<file path="src/rtl/dsu_pkg.sv">
package dsu_pkg;

  localparam int FIELD_W          = 10;
  localparam int NUM_ELEMENTS_DEF = 1024;

  typedef struct packed {
    logic clr_wr;
    logic load;
    logic rd;
    logic walk_adv;
    logic walk_end;
    logic comp_wr;
    logic save_ra;
    logic finish;
  } dsu_cmd_t;

  typedef struct packed {
    logic clr_last;
    logic rd_is_root;
    logic at_root;
    logic act_find;
  } dsu_sts_t;

endpackage

</file>
<file path="src/rtl/dsu_ctrl.sv">
module dsu_ctrl
  import dsu_pkg::*;
(
  input  logic     clk,
  input  logic     rst_n,
  input  logic     in_valid,
  output logic     in_stall,
  output logic     out_valid,
  input  logic     out_stall,
  input  dsu_sts_t sts,
  output dsu_cmd_t cmd
);

  localparam logic [2:0] S_CLR  = 3'd0;
  localparam logic [2:0] S_IDLE = 3'd1;
  localparam logic [2:0] S_W_RD = 3'd2;
  localparam logic [2:0] S_W_CK = 3'd3;
  localparam logic [2:0] S_C_RD = 3'd4;
  localparam logic [2:0] S_C_CK = 3'd5;
  localparam logic [2:0] S_FIN  = 3'd6;

  logic [2:0] state_r, state_nxt;
  logic       pass_r, pass_nxt;
  logic       out_valid_r, out_valid_nxt;
  logic       out_busy;

  assign out_busy = out_valid_r && out_stall;

  always_comb begin
    state_nxt = state_r;
    pass_nxt  = pass_r;
    cmd       = '0;
    case (state_r)
      S_CLR: begin
        cmd.clr_wr = 1'b1;
        if (sts.clr_last) begin
          state_nxt = S_IDLE;
        end
      end
      S_IDLE: begin
        if (in_valid) begin
          cmd.load  = 1'b1;
          pass_nxt  = 1'b0;
          state_nxt = S_W_RD;
        end
      end
      S_W_RD: begin
        cmd.rd    = 1'b1;
        state_nxt = S_W_CK;
      end
      S_W_CK: begin
        if (sts.rd_is_root) begin
          cmd.walk_end = 1'b1;
          state_nxt    = S_C_RD;
        end else begin
          cmd.walk_adv = 1'b1;
          state_nxt    = S_W_RD;
        end
      end
      S_C_RD: begin
        if (!sts.at_root) begin
          cmd.rd    = 1'b1;
          state_nxt = S_C_CK;
        end else if (sts.act_find || pass_r) begin
          state_nxt = S_FIN;
        end else begin
          cmd.save_ra = 1'b1;
          pass_nxt    = 1'b1;
          state_nxt   = S_W_RD;
        end
      end
      S_C_CK: begin
        cmd.comp_wr = 1'b1;
        state_nxt   = S_C_RD;
      end
      S_FIN: begin
        if (!out_busy) begin
          cmd.finish = 1'b1;
          state_nxt  = S_IDLE;
        end
      end
      default: begin
        state_nxt = S_CLR;
      end
    endcase
  end

  assign out_valid_nxt = cmd.finish || out_busy;

  always_ff @(posedge clk) begin
    if (!rst_n) begin
      state_r     <= S_CLR;
      pass_r      <= 1'b0;
      out_valid_r <= 1'b0;
    end else begin
      state_r     <= state_nxt;
      pass_r      <= pass_nxt;
      out_valid_r <= out_valid_nxt;
    end
  end

  assign in_stall  = (state_r != S_IDLE);
  assign out_valid = out_valid_r;

endmodule

</file>
<file path="config.mk">
export PLATFORM = sky130hd
export DESIGN_NAME = dsu_ctrl
export DESIGN_NICKNAME = d
export VERILOG_FILES = /design/src/rtl/dsu_pkg.sv /design/src/rtl/dsu_ctrl.sv
export SDC_FILE = /design/constraint.sdc
export NUM_CORES = 1
export LEC_CHECK = 0
export BUFFER_PORTS_ARGS = -buffer_cell sky130_fd_sc_hd__clkbuf_2
export CAP_MARGIN = 20
export CORE_AREA = 2 2 39 41
export DETAILED_ROUTE_END_ITERATION = 16
export DIE_AREA = 0 0 41 43
export HOLD_SLACK_MARGIN = 0.15
export PLACE_DENSITY = 0.66
export REMOVE_ABC_BUFFERS = 1
export SLEW_MARGIN = 5
export SYNTH_ARGS = -nofsm -noshare
export SYNTH_HDL_FRONTEND = slang
export SYNTH_SLANG_ARGS = --single-unit
</file>
<file path="constraint.sdc">
create_clock -name clk -period 1.7 [get_ports clk]
set_clock_uncertainty 0.2 [all_clocks]
set_input_delay 0 -clock clk [delete_from_list [all_inputs] [get_ports clk]]
set_output_delay 0 -clock clk [all_outputs]
set_load 0.1 [all_outputs]
</file>
==> Implementation_results.wiki <==
{| class="wikitable"
! Metric !! Value
|-
| Synth top area share || 0.2402
|-
| Setup TNS || 0 ns
|-
| Synth top area cells || sky130_fd_sc_hd__dfxtp_1, sky130_fd_sc_hd__nor3b_1, sky130_fd_sc_hd__buf_6
|-
| FF/Latch Area || 103.9 um^2
|-
| Slew HR || 0.6425
|-
| Number of buffers added for setup after CTS || 0
|-
| Worst Max-Slew Pin Slew || 0.5386 ns
|-
| Core Area || 0.001384 mm^2
|-
| Power per Cell Area || 691.7 mW/mm^2
|-
| Average instance area after synthesis || 8.013 um^2
|-
| Detailed Route Iter0 Violations || 5
|-
| Mapped Area || 416.7 um^2
|-
| Vias in the first global route || 424
|-
| Maxcap violations || 0
|-
| Residual DRC || 0
|-
| Final wirelength || 1173 um
|-
| Number of max-slew violations in the final report || 0
|-
| Worst vdd rail ir drop || 0.3486 mV
|-
| Worst setup EP type || register
|-
| Count of warnings emitted by yosys || 0
|-
| Highest clock rate || 626.1 MHz
|-
| Start point of the worst hold path || out_valid
|-
| Total area of multi-input combinational cells || 279.0 um^2
|-
| Prevailing post-synth register cell || sky130_fd_sc_hd__dfxtp_1
|-
| Number of antenna cells inserted || 0
|-
| Count of buffers from port buffering || 17
|-
| Global routing usage on met1 || 0.2338
|-
| Length of the first detailed-routing pass in iterations || 3
|-
| Routability congestion estimate from global placement || 0.7802
|-
| Crit path kind || register to register
|-
| Final non-filler cell area || 747.0 um^2
|-
| Global-route wire length before repair || 1938 um
|-
| Maximum number of buffers from clock root to sink || 2
|-
| Largest area contributor in the synthesized netlist || sky130_fd_sc_hd__dfxtp_1
|-
| Global-route usage over all layers || 0.1662
|-
| Row cnt || 14
|-
| Number of flops mapped to enable cells by yosys || 0
|-
| Data arrival time of the worst path || 1.52 ns
|-
| Number of sinks handled by clock tree synthesis || 5
|-
| Chip Height || 43 um
|-
| Worst r2r src || state_r[0]
|-
| Post-placement cell area || 631.9 um^2
|-
| Filler instances || 131
|-
| Root buffer cell || sky130_fd_sc_hd__clkbuf_4
|-
| Met3 track demand over resource || 0.03665
|-
| Leakage power || 0.3082 nW
|-
| Layout net count || 89
|-
| Result of the run || finished clean
|-
| Die Wd || 41 um
|-
| Fraction of synthesis flops using an asynchronous set or reset pin || 0
|-
| Largest fanout on the critical path || 12
|-
| Fraction of layout cells with a size suffix above 1 || 0.3875
|-
| Htree depth || 1
|-
| GRT busiest layer || met1
|-
| Worst setup path start || state_r[0]
|-
| Netlist cell types || 28
|-
| Synth Register Bits || 5
|-
| Starting Density || 0.3011
|-
| Area growth from synthesis to layout || 79.28%
|-
| Number of ports placed on the die boundary || 18
|-
| Final global-route overflow total || 0
|-
| Maximum number of pins on one net before global-route repair || 14
|-
| Hold Path Class || register to register
|-
| Total count of hold-check failures in the final report || 0
|-
| Period Utilization, post-route || 0.9395
|-
| Synth top cells by count || sky130_fd_sc_hd__dfxtp_1, sky130_fd_sc_hd__nand2_1, sky130_fd_sc_hd__nor2_1
|-
| Post-synthesis cell count || 52
|-
| Shortest period the worst path allows || 1.597 ns
|-
| CTS clock-pin slew for the worst setup and hold paths || 0.05 ns
|-
| Critical path data required time || 1.63 ns
|-
| Final setup violation count || 0
|-
| Met2 demand-to-capacity share in global routing || 0.2125
|-
| Insertion delay to the later sink of the worst-skew pair || 0.25 ns
|-
| Unrepaired setup endpoints after global routing || no
|-
| Number of vias per cell after detailed routing || 5.031
|-
| Startpoint Class || register
|-
| CTS tree || yes
|-
| Detailed-route via count || 483
|-
| Die Outline Area || 0.001763 mm^2
|-
| Average detailed-routed wire length per instance || 12.22 um
|-
| HPWL after detailed placement || 779.4 um
|-
| Share of the yosys chip area belonging to registers || 0.2402
|-
| Number of buffers created by CTS || 3
|-
| Remaining number of nets flagged by the antenna check after routing || 0
|-
| Number of antenna violations at the first check in global routing || 0
|}
power by group:
part | leakage (nW) | internal, mW | switching, mW
combinational | 0.251 | 0.0907 | 0.144
sequential | 0.0418 | 0.125 | 0.0159
clock | 0.0150 | 0.0890 | 0.0523
metrics by stage:
stage | power [mW] | hold slack, ns | setup WS (ns) | util | instances
finish | 0.5167 | 0.3465 | 0.1029 | 0.5398 | 96
global route | 0.5418 | 0.3909 | 0.04640 | 0.5398 | 96
global placement | 0.3573 | 0.08949 | 0.1579 | 0.4566 | 84
detailed placement | 0.3609 | 0.09160 | 0.1149 | 0.4566 | 84
floorplan | 0.2827 | -0.08231 | -1.000 | - | 48
CTS | 0.5202 | 0.3469 | 0.001875 | 0.5344 | 96
per-layer routing:
metal / wire, um / part of all wire
met4: 34 / 0.029
met1: 500 / 0.43
met5: 0 / 0
met2: 593 / 0.51
met3: 45 / 0.038
cell families after synthesis:
| logic type | Yosys count | synth area share |
|---|---|---|
| AND/OR/NAND/NOR | 30 | 0.4355 |
| AO/OA/AOI/OAI | 10 | 0.1982 |
| buffers and inverters | 6 | 0.1021 |
| flip-flops | 5 | 0.2402 |
| multiplexers | 1 | 0.02402 |
state kept, by name (all words and copies together) (netlist names):
| register | count |
|---|---|
| out_valid | 1 |
| pass_r | 1 |
| state_r | 3 |
layout by cell type, fill, tap and decap left out, types with 2 or more instances in the layout:
cell / Yosys / final
sky130_fd_sc_hd__a21oi_1: 2 / 2
sky130_fd_sc_hd__nor3b_1: 4 / 4
sky130_fd_sc_hd__clkbuf_4: 0 / 3
sky130_fd_sc_hd__buf_4: 1 / 4
sky130_fd_sc_hd__dfxtp_1: 5 / 2
sky130_fd_sc_hd__nand2_1: 5 / 5
sky130_fd_sc_hd__o21a_1: 2 / 2
sky130_fd_sc_hd__inv_1: 2 / 2
sky130_fd_sc_hd__nor3_1: 4 / 4
sky130_fd_sc_hd__clkbuf_2: 0 / 8
sky130_fd_sc_hd__dfxtp_2: 0 / 3
sky130_fd_sc_hd__buf_12: 0 / 8
sky130_fd_sc_hd__and3_1: 2 / 2
sky130_fd_sc_hd__dlygate4sd3_1: 0 / 8
sky130_fd_sc_hd__nor2_1: 5 / 4
critical path, cell delays in order, from the launching register on:
cell                            delay, ns
sky130_fd_sc_hd__dfxtp_2             0.44
sky130_fd_sc_hd__nand3b_1            0.20
sky130_fd_sc_hd__a21boi_1            0.08
sky130_fd_sc_hd__dlygate4sd3_1       0.56
path summary, 6_finish.rpt:
| path | to | slack, ns | cells after the start |
|---|---|---|---|
| setup / recovery | out_valid | 0.10 | 3 |
| hold / removal | state_r[1] | 0.35 | 2 |
| setup reg to reg | out_valid | 0.10 | 3 |
| hold reg to reg | state_r[1] | 0.35 | 2 |
area by class of cell:
type / count / area share
Tap cell: 16 / 0.02680
Timing Repair Buffer: 28 / 0.4154
Multi-Input combinational cell: 41 / 0.3735
Clock buffer: 4 / 0.03518
Inverter: 2 / 0.01005
Sequential cell: 5 / 0.1390
what timing repair did:
action / CTS / global route
gates resized for setup: 1 / 5
gates cloned: 0 / 0
hold endpoints to repair: 6 / 0
setup endpoints to repair: 2 / 5
hold buffers: 8 / 0
(Power assumes the default switching activity.)
